### config.mk
export PLATFORM = sky130hd
export DESIGN_NAME = keyed_xor_bit_shift_scrambler_core
export DESIGN_NICKNAME = d
export VERILOG_FILES = /design/src/hw/rtl/kxs_pkg.sv /design/src/hw/rtl/keyed_xor_bit_shift_scrambler_core.sv /design/src/hw/rtl/kxs_cfg_regs.sv /design/src/hw/rtl/kxs_key_cursor.sv /design/src/hw/rtl/kxs_step.sv /design/src/hw/rtl/kxs_out_stage.sv
export SDC_FILE = /design/constraint.sdc
export NUM_CORES = 1
export LEC_CHECK = 0
export ABC_AREA = 0
export BUFFER_PORTS_ARGS = -buffer_cell sky130_fd_sc_hd__buf_2
export CORE_UTILIZATION = 38
export CTS_BUF_LIST = sky130_fd_sc_hd__clkbuf_16
export CTS_CLUSTER_SIZE = 20
export DETAILED_ROUTE_END_ITERATION = 6
export SYNTH_ARGS = -nofsm -noshare
export SYNTH_HDL_FRONTEND = slang
export SYNTH_SLANG_ARGS = --single-unit
### constraint.sdc
create_clock -name i_clk -period 2.8 [get_ports i_clk]
set_clock_uncertainty 0.15 [all_clocks]
set_input_delay 0.7 -clock i_clk [delete_from_list [all_inputs] [get_ports i_clk]]
set_output_delay 0.7 -clock i_clk [all_outputs]
set_load 0.01 [all_outputs]
### src/hw/rtl/kxs_pkg.sv
// Shared types and constants for the keyed XOR bit-shift scrambler.
package kxs_pkg;

    localparam int KEY_BYTES   = 16;
    localparam int KEY_POS_W   = 5;
    localparam int CARRY_W     = 5;
    localparam int CFG_IDX_W   = 2;
    localparam int CFG_DATA_W  = 64;

    localparam logic [CARRY_W-1:0]   CARRY_MARKER = 5'd3;
    localparam logic [KEY_POS_W-1:0] KEY_LIMIT    = KEY_POS_W'(KEY_BYTES);

    localparam logic [CFG_IDX_W-1:0] CFG_DIRECTION  = 2'd0;
    localparam logic [CFG_IDX_W-1:0] CFG_KEY_LENGTH = 2'd1;
    localparam logic [CFG_IDX_W-1:0] CFG_KEY_LOW    = 2'd2;
    localparam logic [CFG_IDX_W-1:0] CFG_KEY_HIGH   = 2'd3;

    localparam logic DIR_ENCRYPT = 1'b0;
    localparam logic DIR_DECRYPT = 1'b1;

    typedef struct packed {
        logic                  direction;
        logic [KEY_POS_W-1:0]  key_length;
        logic [63:0]           key_low;
        logic [63:0]           key_high;
    } t_cfg;

    typedef struct packed {
        logic [KEY_POS_W-1:0]  key_pos;
        logic [CARRY_W-1:0]    carry;
        logic                  have_prev;
    } t_state;

    typedef struct packed {
        logic        valid;
        logic [7:0]  head_byte;
        logic        head_last;
        logic        extra_valid;
        logic [7:0]  extra_byte;
    } t_push;

    localparam t_state STATE_RESET = '{key_pos: '0, carry: CARRY_MARKER, have_prev: 1'b0};

endpackage

### src/hw/rtl/keyed_xor_bit_shift_scrambler_core.sv
// Top level of the keyed XOR bit-shift scrambler: input register, message state, result stage.
// An item held in the input register has its first result loaded into the result register
// once the result stage has room.
// Throughput: one item per cycle while the result stage has room; an encrypt item marked last
// holds back the next item while its spilled byte waits in the result register's second slot.
// Reset: synchronous, active low; clears the configuration to encrypt, key length 1, zero key,
// and the message state to cursor 0, marker carry 3, no previous byte. No clearing pass.
module keyed_xor_bit_shift_scrambler_core
    import kxs_pkg::*;
(
    input  logic                  i_clk,
    input  logic                  i_rst_n,
    input  logic                  i_in_valid,
    output logic                  o_in_ready,
    input  logic [7:0]            i_data_byte,
    input  logic                  i_last_byte,
    output logic                  o_out_valid,
    input  logic                  i_out_ready,
    output logic [7:0]            o_out_byte,
    output logic                  o_out_last,
    input  logic                  i_cfg_valid,
    output logic                  o_cfg_ready,
    input  logic [CFG_IDX_W-1:0]  i_cfg_index,
    input  logic [CFG_DATA_W-1:0] i_cfg_data
);

    t_cfg       cfg;
    t_state     r_state;
    t_state     step_state;
    t_push      step_push;
    t_push      push;
    logic       r_iv;
    logic [7:0] r_data;
    logic       r_last;
    logic       out_free;
    logic       fire;

    kxs_cfg_regs u_cfg (
        .i_clk       (i_clk),
        .i_rst_n     (i_rst_n),
        .i_cfg_valid (i_cfg_valid),
        .o_cfg_ready (o_cfg_ready),
        .i_cfg_index (i_cfg_index),
        .i_cfg_data  (i_cfg_data),
        .o_cfg       (cfg)
    );

    kxs_step u_step (
        .i_cfg       (cfg),
        .i_state     (r_state),
        .i_data_byte (r_data),
        .i_last_byte (r_last),
        .o_state     (step_state),
        .o_push      (step_push)
    );

    // advance the held item once the result stage has room
    assign fire       = r_iv && out_free;
    assign o_in_ready = !r_iv || fire;

    always_comb begin
        push       = step_push;
        push.valid = fire && step_push.valid;
    end

    kxs_out_stage u_out (
        .i_clk       (i_clk),
        .i_rst_n     (i_rst_n),
        .i_push      (push),
        .o_free      (out_free),
        .o_out_valid (o_out_valid),
        .i_out_ready (i_out_ready),
        .o_out_byte  (o_out_byte),
        .o_out_last  (o_out_last)
    );

    always_ff @(posedge i_clk) begin
        if (!i_rst_n) begin
            r_iv    <= 1'b0;
            r_state <= STATE_RESET;
        end else begin
            if (o_in_ready) begin
                r_iv <= i_in_valid;
            end
            if (fire) begin
                r_state <= step_state;
            end
        end
        if (o_in_ready && i_in_valid) begin
            r_data <= i_data_byte;
            r_last <= i_last_byte;
        end
    end

endmodule

### src/hw/rtl/kxs_cfg_regs.sv
// Configuration register file for the scrambler.
module kxs_cfg_regs
    import kxs_pkg::*;
(
    input  logic                  i_clk,
    input  logic                  i_rst_n,
    input  logic                  i_cfg_valid,
    output logic                  o_cfg_ready,
    input  logic [CFG_IDX_W-1:0]  i_cfg_index,
    input  logic [CFG_DATA_W-1:0] i_cfg_data,
    output t_cfg                  o_cfg
);

    t_cfg r_cfg;

    assign o_cfg_ready = 1'b1;
    assign o_cfg       = r_cfg;

    always_ff @(posedge i_clk) begin
        if (!i_rst_n) begin
            r_cfg.direction  <= DIR_ENCRYPT;
            r_cfg.key_length <= KEY_POS_W'(1);
            r_cfg.key_low    <= '0;
            r_cfg.key_high   <= '0;
        end else if (i_cfg_valid) begin
            case (i_cfg_index)
                CFG_DIRECTION:  r_cfg.direction  <= i_cfg_data[0];
                CFG_KEY_LENGTH: r_cfg.key_length <= i_cfg_data[KEY_POS_W-1:0];
                CFG_KEY_LOW:    r_cfg.key_low    <= i_cfg_data;
                CFG_KEY_HIGH:   r_cfg.key_high   <= i_cfg_data;
                default: begin
                end
            endcase
        end
    end

endmodule

### src/hw/rtl/kxs_key_cursor.sv
// Key cursor: picks the current key byte and the cursor's next position.
module kxs_key_cursor
    import kxs_pkg::*;
(
    input  t_cfg                  i_cfg,
    input  logic [KEY_POS_W-1:0]  i_pos,
    output logic [7:0]            o_key,
    output logic [KEY_POS_W-1:0]  o_next_pos
);

    logic [KEY_POS_W-1:0] len;
    logic                 wrap;
    logic [3:0]           idx;
    logic [127:0]         keys;

    always_comb begin
        len        = (i_cfg.key_length > KEY_LIMIT) ? KEY_LIMIT : i_cfg.key_length;
        // on wrap, hand out key byte 0 and park the cursor at 0 without advancing
        wrap       = (i_pos >= len);
        idx        = wrap ? 4'd0 : i_pos[3:0];
        keys       = {i_cfg.key_high, i_cfg.key_low};
        o_key      = keys[{3'b000, idx} * 7'd8 +: 8];
        o_next_pos = wrap ? '0 : i_pos + KEY_POS_W'(1);
    end

endmodule

### src/hw/rtl/kxs_step.sv
// Per-item transform: key XOR, 5-bit shift across bytes, next message state.
module kxs_step
    import kxs_pkg::*;
(
    input  t_cfg        i_cfg,
    input  t_state      i_state,
    input  logic [7:0]  i_data_byte,
    input  logic        i_last_byte,
    output t_state      o_state,
    output t_push       o_push
);

    logic [7:0]           key;
    logic [KEY_POS_W-1:0] cursor_next;
    logic [7:0]           x;
    logic [7:0]           y;
    logic                 use_key;
    t_state               n_state;

    kxs_key_cursor u_cursor (
        .i_cfg      (i_cfg),
        .i_pos      (i_state.key_pos),
        .o_key      (key),
        .o_next_pos (cursor_next)
    );

    always_comb begin
        x = i_data_byte ^ key;
        // decrypt: previous top 3 bits low, current low 5 bits on top
        y = {i_data_byte[4:0], i_state.carry[2:0]} ^ key;
        use_key = (i_cfg.direction == DIR_ENCRYPT) || i_state.have_prev;

        n_state.key_pos   = use_key ? cursor_next : i_state.key_pos;
        n_state.have_prev = 1'b1;
        if (i_cfg.direction == DIR_ENCRYPT) begin
            n_state.carry = x[7:3];
        end else begin
            n_state.carry = {2'b00, i_data_byte[7:5]};
        end
        o_state = i_last_byte ? STATE_RESET : n_state;

        o_push.valid       = use_key;
        o_push.extra_byte  = {3'b000, x[7:3]};
        if (i_cfg.direction == DIR_ENCRYPT) begin
            o_push.head_byte   = {x[2:0], i_state.carry};
            o_push.head_last   = 1'b0;
            o_push.extra_valid = i_last_byte;
        end else begin
            o_push.head_byte   = y;
            o_push.head_last   = i_last_byte;
            o_push.extra_valid = 1'b0;
        end
    end

endmodule

### src/hw/rtl/kxs_out_stage.sv
// Result register with one extra slot for the spilled final byte.
module kxs_out_stage
    import kxs_pkg::*;
(
    input  logic        i_clk,
    input  logic        i_rst_n,
    input  t_push       i_push,
    output logic        o_free,
    output logic        o_out_valid,
    input  logic        i_out_ready,
    output logic [7:0]  o_out_byte,
    output logic        o_out_last
);

    logic       r_ov;
    logic [7:0] r_obyte;
    logic       r_olast;
    logic       r_xv;
    logic [7:0] r_xbyte;
    logic       n_ov;
    logic [7:0] n_obyte;
    logic       n_olast;
    logic       n_xv;
    logic [7:0] n_xbyte;

    // free only when no extra byte waits and the head slot is empty or empties this cycle
    assign o_free      = !r_xv && (!r_ov || i_out_ready);
    assign o_out_valid = r_ov;
    assign o_out_byte  = r_obyte;
    assign o_out_last  = r_olast;

    always_comb begin
        n_ov    = r_ov;
        n_obyte = r_obyte;
        n_olast = r_olast;
        n_xv    = r_xv;
        n_xbyte = r_xbyte;
        if (r_ov && i_out_ready) begin
            // promote the spilled byte, or drop the head
            n_ov    = r_xv;
            n_obyte = r_xbyte;
            n_olast = 1'b1;
            n_xv    = 1'b0;
        end
        if (i_push.valid) begin
            n_ov    = 1'b1;
            n_obyte = i_push.head_byte;
            n_olast = i_push.head_last;
            n_xv    = i_push.extra_valid;
            n_xbyte = i_push.extra_byte;
        end
    end

    always_ff @(posedge i_clk) begin
        if (!i_rst_n) begin
            r_ov <= 1'b0;
            r_xv <= 1'b0;
        end else begin
            r_ov <= n_ov;
            r_xv <= n_xv;
        end
        r_obyte <= n_obyte;
        r_olast <= n_olast;
        r_xbyte <= n_xbyte;
    end

    a_extra_needs_head: assert property (@(posedge i_clk) disable iff (!i_rst_n)
        r_xv |-> r_ov)
        else $error("extra byte held without a head byte");

    a_push_only_when_free: assert property (@(posedge i_clk) disable iff (!i_rst_n)
        i_push.valid |-> o_free)
        else $error("result pushed while the output stage is full");

    a_extra_promoted_last: assert property (@(posedge i_clk) disable iff (!i_rst_n)
        (r_ov && r_xv && i_out_ready) |=> (r_ov && r_olast && !r_xv))
        else $error("spilled byte not presented as the final item");

endmodule

==> metrics.md, run 1 <==
| Metric | Value |
|---|---|
| Status | `finished, final reports clean` |
| Worst Hold Launch | `i_data_byte[5]` |
| Hold Path Cell Cnt | `1` |
| Worst Tran Pin Value | `about 740 ps` |
| Adder-Cell Fraction of Synth Area | `0.940%` |
| WP data required | `2920 ps` |
| Final core occ | `about 46%` |
| Grt ovf | `0` |
| Post-layout min period | `roughly 2700 ps` |
| Largest cells by area after synthesis | `dfxtp_1 (37%), nand2_1 (14%), a21boi_0 (12%), edfxtp_1 (8.7%), mux4_2 (3.7%)` |
| Pins Over Slew Limit | `0` |
| Final cell count without fillers | `1259` |
| Fin nets | `1062` |
| Top-count cell post-synth | `nand2_1` |
| Unique masters post-synth | `58` |
| Fin Setup TNS | `0 ps` |
| Post-synth EDFFs | `23` |
| Mean post-synth cell area | `8.90 um^2` |
| First-pass GRT wire length | `34.9 mm` |
| Vias in the first global route | `6281` |
| Ys async rst share | `0%` |
| Slew HR | `50.6%` |
| Final WL | `around 22 mm` |
| Critical path startpoint | `u_cfg.o_cfg[132]` |
| Synth-to-Final Area Change | `17.6%` |
| RePlAce Congestion | `0.875` |
| Clock sink count | `171` |
| Primary FF master, synth | `dfxtp_1` |
| Post-Syn Area | `7980 um^2` |
| Clock root cell | `clkbuf_16` |
| Commonest cells in the synthesized netlist | `nand2_1 (300), dfxtp_1 (148), a21boi_0 (131), clkbuf_1 (43), nor2_1 (26)` |
| Layout fillers | `2069` |
| Met3 WL | `approximately 950 um` |
| FF+latch count, synth | `171` |
| CTS tree | `done` |
| Mux cell area share after synthesis | `6.83%` |
| Worst endpoint data arrival time | `2790 ps` |
| Type of the most critical hold path | `in2reg` |
| Max-Cap Viols | `0` |
| Syn_nets | `983` |
| Die area | `21600 um^2` |
| Site Rows | `52` |
| Initial antenna violation count | `0` |
| CP Capture Type | `register` |
| RSZ-0062 raised after global routing | `false` |
| FF/Latch Area | `3650 um^2` |
| Routed vias | `6435` |
| Synth Area in Compound Gates | `between 20% and 30%` |
| DR top layer | `met4` |
| Layout cells sized above 1 | `~20%` |
| Worst R2R Start | `u_cfg.o_cfg[132]` |
| Crit-path max FO | `7` |
| Post-Syn Instances | `between 800 and 900` |
| Largest family of logic cells by synthesized area | `compound AO/OA/AOI/OAI gates` |
| DRT antenna net count | `0` |
| Placed Cells incl. Taps | `1221` |
| ANT cells | `0` |
| Starting DRT DRC Count | `389` |
| Crit Path Class | `reg2reg` |
| Max clock buf depth | `2` |
| Avg Vias per Cell | `5.11` |
| Lkg Pwr | `~0.0034 uW` |
| Io pins | `92` |
| Max H-tree Level | `4` |
| VDD IR max | `430 uV` |
| Fmax | `about 370 MHz` |
| Fin. Hold Viols | `0` |
| Post-synthesis simple-gate area fraction | `17.9%` |
| # port buffers | `90` |
| Post-Synth XOR/XNOR Area | `under 10%` |
| M1 wire length | `10.1 mm` |
| Initial core utilization | `39.1%` |
| Placed wire-length estimate | `15.1 mm` |
| Largest net degree at the start of global routing | `93` |
| Clk slew on worst S/H paths | `60 ps` |
| Clk_lat worst skew | `440 ps` |
| Die height | `147 um` |
| CORE AREA | `20400 um^2` |
| Area occupied by multi-input gates | `4030 um^2` |
| Synth top area share | `37.1%` |
| R2r worst-path depth | `13` |
| Final clock period utilization by the worst path | `95.4%` |
| CTS buffer count | `17` |
| Final setup vio count | `0` |
| WL/cell | `about 17 um` |
| Setup crit start kind | `register` |
| Total Routing Usage GR | `between 20% and 30%` |
| DRT Pass-1 Iters | `5` |
| Synth area leader | `dfxtp_1` |
| DRC | `0` |
| Die W | `approximately 150 um` |
| WL met2 | `around 10 mm` |
| Warnings from Yosys | `0` |
| Sequential fraction of the synthesis area | `45.8%` |
| Power Density | `604 nW/um^2` |
-- report_power, final --
group          internal, uW  switching (uW)
combinational           336             440
sequential             2600            61.0
clock                  1260             977
total                  4190            1480
-- path summary, 6_finish.rpt --
| check | end | slack, ps |
|---|---|---|
| max | u_out.o_out_byte[6] | 130 |
| max reg2reg | u_out.o_out_byte[6] | 130 |
| min reg2reg | u_cfg.o_cfg[77] | 310 |
| min | r_data[5] | 290 |
-- cell families after synthesis --
| kind of cell | after synthesis |
|---|---|
| XOR/XNOR | 19 |
| flip-flops | 171 |
| AND/OR/NAND/NOR | 360 |
| AO/OA/AOI/OAI | 230 |
| adder cells (fa/ha/maj) | 6 |
| other | 1 |
| buffers and inverters | 72 |
| multiplexers | 38 |
-- layout make-up --
cell class	count	share of cell area, %
Clock buffer	18	4.80
Clock inverter	14	1.11
Sequential cell	171	38.9
Tap cell	270	3.60
Inverter	8	0.320
Multi-Input combinational cell	654	42.9
Timing Repair Buffer	124	8.38
-- registers in the layout, summed over array words and instances, names as in the netlist --
name               count
r_iv                   1
u_out.r_xbyte          5
r_state               11
u_cfg.o_cfg          134
u_out.o_out_last       1
r_data                 8
u_out.o_out_byte       8
r_last                 1
u_out.o_out_valid      1
u_out.r_xv             1
-- metal layers --
metal	vias up	track usage, %
met4	0	7.11
met5	-	0
li1	3212	-
met3	29	3.48
met2	140	34.5
met1	3054	28.0
-- layout by cell type (no fill, tap or decap), types with 8 or more instances in the layout --
master     count
nand2_1      300
dfxtp_1      147
a21boi_0     131
buf_2         89
buf_4         28
nor2_1        25
mux2i_1       23
edfxtp_1      23
clkbuf_16     18
a21oi_1       15
mux4_2        13
o21ai_0       13
o21ai_1       10
xnor2_1        9
a211oi_1       9
xor2_1         9
nor2b_1        8
a21o_1         8
-- metrics by stage --
| stage | power [uW] | setup WS (ps) | area (um^2) | hold WS [ps] |
|---|---|---|---|---|
| 6_report | 5670 | 129 | 9390 | 293 |
| 5_1_grt | 5890 | 7.93 | 9390 | 273 |
| 4_1_cts | 5680 | 59.1 | 9320 | 275 |
| 3_5_place_dp | 3450 | 95.6 | 8760 | 305 |
| 3_3_place_gp | 3440 | 119 | 8760 | 297 |
| 2_1_floorplan | 3170 | 40.3 | 7980 | 286 |
-- worst max-delay path: stages (launching register included) --
cell	delay, ps
dfxtp_1	330
inv_2	80
nand2_1	60
ha_1	300
a21oi_2	190
o21ai_2	90
buf_4	140
a31oi_4	230
buf_4	190
o22ai_1	80
a32oi_2	220
xor2_1	180
nor2_1	70
a211oi_2	210
-- what timing repair did --
| item | 4_1_cts | 5_1_grt |
|---|---|---|
| setup buffers | 0 | 5 |
| endpoints found under the setup margin | 0 | 12 |
| hold buffers | 0 | 0 |
| hold endpoints to repair | 0 | 0 |
| gates resized for setup | 0 | 7 |
No activity file was read; power rests on OpenSTA's default activity.
==> inputs of run 2 (changes only) <==
- CELL_PAD_IN_SITES_DETAIL_PLACEMENT: unset -> 1
- CELL_PAD_IN_SITES_GLOBAL_PLACEMENT: unset -> 1
- PLACE_DENSITY_LB_ADDON: unset -> 0.1
- SYNTH_HIERARCHICAL: unset -> 1
- clock period: 2.8 -> 2.3 ns (I/O delays scaled with it)
==> run 2 against run 1 <==
Compared with the run above:
- the run now ends with DRC, setup timing left
- setup slack got worse by 880 ps
- non-clock buffer count up 57
- highest routed layer unchanged
- hold slack lost 130 ps
- via count increased by 9.5%
- synthesized area up 7.4%
- cell area up 17%
==> metrics.md, run 2 <==
| Metric | Value |
|---|---|
| DRT Pass-1 Iters | `7 (was 5)` |
| Fmax | `327 MHz (was 374 MHz)` |
| Critical Path, Cell by Cell | `inv_6 -> nand2_4 -> ha_4 -> nand2_4 -> o21ai_4 -> a21oi_4 -> and3_4 -> buf_6 -> a221oi_4 -> o32ai_4 -> xor2_1 -> nand2_1 -> o21ai_1 -> mux2_4 (was inv_2 -> nand2_1 -> ha_1 -> a21oi_2 -> o21ai_2 -> buf_4 -> a31oi_4 -> buf_4 -> o22ai_1 -> a32oi_2 -> xor2_1 -> nor2_1 -> a211oi_2)` |
| ANT cells | `0 (unchanged)` |
| Final setup vio count | `18 (was 0)` |
| Final setup margin | `-755 ps (was 129 ps)` |
| Initial core utilization | `39.0% (was 39.1%)` |
| Largest cells by area after synthesis | `dfxtp_1 (35%), mux2i_1 (17%), nand2_1 (11%), edfxtp_1 (9.1%), buf_6 (2.2%) (was dfxtp_1 (37%), nand2_1 (14%), a21boi_0 (12%), edfxtp_1 (8.7%), mux4_2 (3.7%))` |
| Total Routing Usage GR | `23.4% (was 21.0%)` |
| First-pass GRT wire length | `42.0 mm (was 34.9 mm)` |
| Layout fillers | `2437 (was 2069)` |
| Hold buffers post-CTS | `0 (unchanged)` |
| VDD IR max | `468 uV (was 430 uV)` |
| Initial antenna violation count | `0 (unchanged)` |
| Post-layout min period | `3050 ps (was 2670 ps)` |
| # port buffers | `90 (unchanged)` |
| Worst R2R Start | `u_cfg/o_cfg[132] (was u_cfg.o_cfg[132])` |
| Clk_lat worst skew | `440 ps (about the same)` |
| Site Rows | `54 (was 52)` |
| Slew HR | `62.6% (was 50.6%)` |
| Post-Syn Area | `8570 um^2 (was 7980 um^2)` |
| Die W | `152 um (was 147 um)` |
| Lkg Pwr | `0.00452 uW (was 0.00344 uW)` |
| Worst endpoint data arrival time | `3100 ps (was 2790 ps)` |
| Slowest CP cell | `dfxtp_4 (was dfxtp_1)` |
| Pins Over Slew Limit | `0 (unchanged)` |
| Most common cell on crit path | `nand2_4 (was buf_4)` |
| Sequential fraction of the synthesis area | `43.7% (was 45.8%)` |
| CP Capture Type | `register (unchanged)` |
| Crit-path max FO | `5 (was 7)` |
| Most frequent cells in the layout | `nand2_1 (240), mux2i_1 (149), dfxtp_1 (146), buf_2 (89), buf_4 (68) (was nand2_1 (300), dfxtp_1 (147), a21boi_0 (131), buf_2 (89), buf_4 (28))` |
| Failing checks | `DRC, setup timing` |
| RSZ-0062 raised after global routing | `true (was false)` |
| Clk slew on worst S/H paths | `70 ps (was 60 ps)` |
| CTS buffer count | `17 (unchanged)` |
| Max clock buf depth | `2 (unchanged)` |
| Unique masters post-synth | `57 (was 58)` |
| RePlAce Congestion | `0.843 (was 0.875)` |
| Hold Path Cell Cnt | `1 (unchanged)` |
| Primary FF master, synth | `dfxtp_1 (unchanged)` |
| CORE AREA | `22000 um^2 (was 20400 um^2)` |
| Fin. Hold Viols | `0 (unchanged)` |
| Starting DRT DRC Count | `371 (was 389)` |
| Max-Cap Viols | `0 (unchanged)` |
| Synth-to-Final Area Change | `28.2% (was 17.6%)` |
| Power Density | `641 nW/um^2 (was 604 nW/um^2)` |
| Largest net degree at the start of global routing | `83 (was 93)` |
| Status | `complete, but fails checks (was finished, final reports clean)` |
| Fin nets | `1117 (was 1062)` |
| Type of the most critical hold path | `in2reg (unchanged)` |
| Flop-to-flop setup slack | `-750 ps (was 130 ps)` |
| Final WL | `26.6 mm (was 21.9 mm)` |
| FF/Latch Area | `3750 um^2 (was 3650 um^2)` |
| Post-synth EDFFs | `26 (was 23)` |
| Area occupied by multi-input gates | `4950 um^2 (was 4030 um^2)` |
| Max reg flops | `134 (unchanged)` |
| Worst Tran Pin Value | `561 ps (was 741 ps)` |
| DRT antenna net count | `0 (unchanged)` |
| Fin Setup TNS | `-10750 ps (was 0 ps)` |
| Max H-tree Level | `4 (unchanged)` |
| Worst path depth | `14 (was 13)` |
| Commonest non-fill, non-tap cell in the layout | `nand2_1 (unchanged)` |
| Post-Syn Instances | `904 (was 897)` |
| CP bufs+invs | `2 (was 3)` |
| Warnings from Yosys | `6 (was 0)` |
| Die height | `152 um (was 147 um)` |
| WL/cell | `20.1 um (was 17.4 um)` |
| WP data required | `2340 ps (was 2920 ps)` |
| Synth top area share | `34.6% (was 37.1%)` |
| Setup crit start kind | `register (unchanged)` |
| Grt ovf | `0 (unchanged)` |
| Final Power | `7050 uW (was 5670 uW)` |
| Layout cells sized above 1 | `29.1% (was 20.2%)` |
| Die area | `23200 um^2 (was 21600 um^2)` |
| FF+latch count, synth | `174 (was 171)` |
| Clock root cell | `clkbuf_16 (unchanged)` |
| Critical path startpoint | `u_cfg/o_cfg[132] (was u_cfg.o_cfg[132])` |
| RR Endpoint | `u_out/o_out_byte[7] (was u_out.o_out_byte[6])` |
| Placed wire-length estimate | `18.8 mm (was 15.1 mm)` |
| Vias in the first global route | `7351 (was 6281)` |
| Avg Vias per Cell | `5.33 (was 5.11)` |
| Synth area leader | `dfxtp_1 (unchanged)` |
| Final clock period utilization by the worst path | `133% (was 95.4%)` |
| Crit Path Class | `reg2reg (unchanged)` |
| Commonest cells in the synthesized netlist | `nand2_1 (247), mux2i_1 (149), dfxtp_1 (148), buf_2 (31), edfxtp_1 (26) (was nand2_1 (300), dfxtp_1 (148), a21boi_0 (131), clkbuf_1 (43), nor2_1 (26))` |
| Worst Setup EP | `u_out/o_out_byte[7] (was u_out.o_out_byte[6])` |
| DRC | `7 (was 0)` |
| Routed vias | `7046 (was 6435)` |
| R2r worst-path depth | `14 (was 13)` |
| CTS tree | `done (unchanged)` |
| Io pins | `92 (unchanged)` |
| Max incr delay on CP | `370 ps (was 330 ps)` |
| Top Family by Delay on Critical Path | `compound AO/OA/AOI/OAI gates (unchanged)` |
| Clock sink count | `174 (was 171)` |
| Top-count cell post-synth | `nand2_1 (unchanged)` |
| Ys async rst share | `0% (unchanged)` |
| Mean post-synth cell area | `9.48 um^2 (was 8.90 um^2)` |
-- run 2: worst register-to-register path, cell delays in order (launching register included) --
cell      delay (ps)
dfxtp_4          370
inv_6             90
nand2_4           50
ha_4             290
nand2_4           50
o21ai_4          240
a21oi_4          110
and3_4           250
buf_6            130
a221oi_4         320
o32ai_4          150
xor2_1           180
nand2_1           90
o21ai_1           90
mux2_4           260
-- run 2: area by class of cell --
cell class	instances	area share (%)
clock buffers	17	3.87
clock inverters	14	1.09
inverters	10	0.410
multi-input cells	647	45.0
flip-flops and latches	174	34.1
well taps	280	3.19
repair buffers	181	12.3
-- run 2: cells by family after synthesis --
family                     count (synthesis)  share of synthesized area, %
buffers and inverters                     86                          6.41
other                                      2                        0.0876
adders and majority gates                  6                         0.876
AOI/OAI and AO/OA                        115                          10.4
muxes                                    165                          19.8
and+or+nand+nor                          337                          16.8
xor gates and xnor gates                  19                          1.94
DFF                                      174                          43.7
-- run 2: worst min path at each step --
stage | startpoint | end
finish | i_data_byte[5] | r_data[5]
global route | i_data_byte[1] | r_data[1]
CTS | i_data_byte[3] | r_data[3]
detailed placement | u_cfg/o_cfg[128] | u_cfg/o_cfg[128]
global placement | u_cfg/o_cfg[128] | u_cfg/o_cfg[128]
floorplan | u_cfg/o_cfg[128] | u_cfg/o_cfg[128]
-- run 2: power by group --
part	switching, uW	internal, uW
clock network	1280	1490
registers	90.8	3220
logic	529	441
total	1900	5150
-- run 2: repair_timing --
| item | 4_1_cts | 5_1_grt |
|---|---|---|
| gates cloned | 2 | 0 |
| gates resized for setup | 58 | 39 |
| pin swaps | 24 | 19 |
| buffers inserted | 7 | 3 |
| endpoints found under the setup margin | 22 | 24 |
-- run 2: stage by stage --
stage	area, um^2	utilization [%]	std cells	worst slack, ps	hold slack [ps]
final	11000	50.1	1323	-755	163
after global routing	11000	50.1	1323	-826	147
after CTS	10800	49.1	1326	-685	141
after detailed placement	9750	44.4	1286	-945	295
after global placement	9750	44.4	1286	-984	288
after floorplan	8660	-	906	-444	277
-- run 2: per-layer routing --
metal / wire (um) / share of wire, % / GRT usage (%) / up-vias
met5: 0 / 0 / 0 / -
met4: 498 / 1.9 / 6.71 / 0
met3: 1050 / 3.9 / 3.98 / 34
met2: 13100 / 49 / 40.2 / 174
met1: 11900 / 45 / 30.1 / 3427
li1: - / - / - / 3411
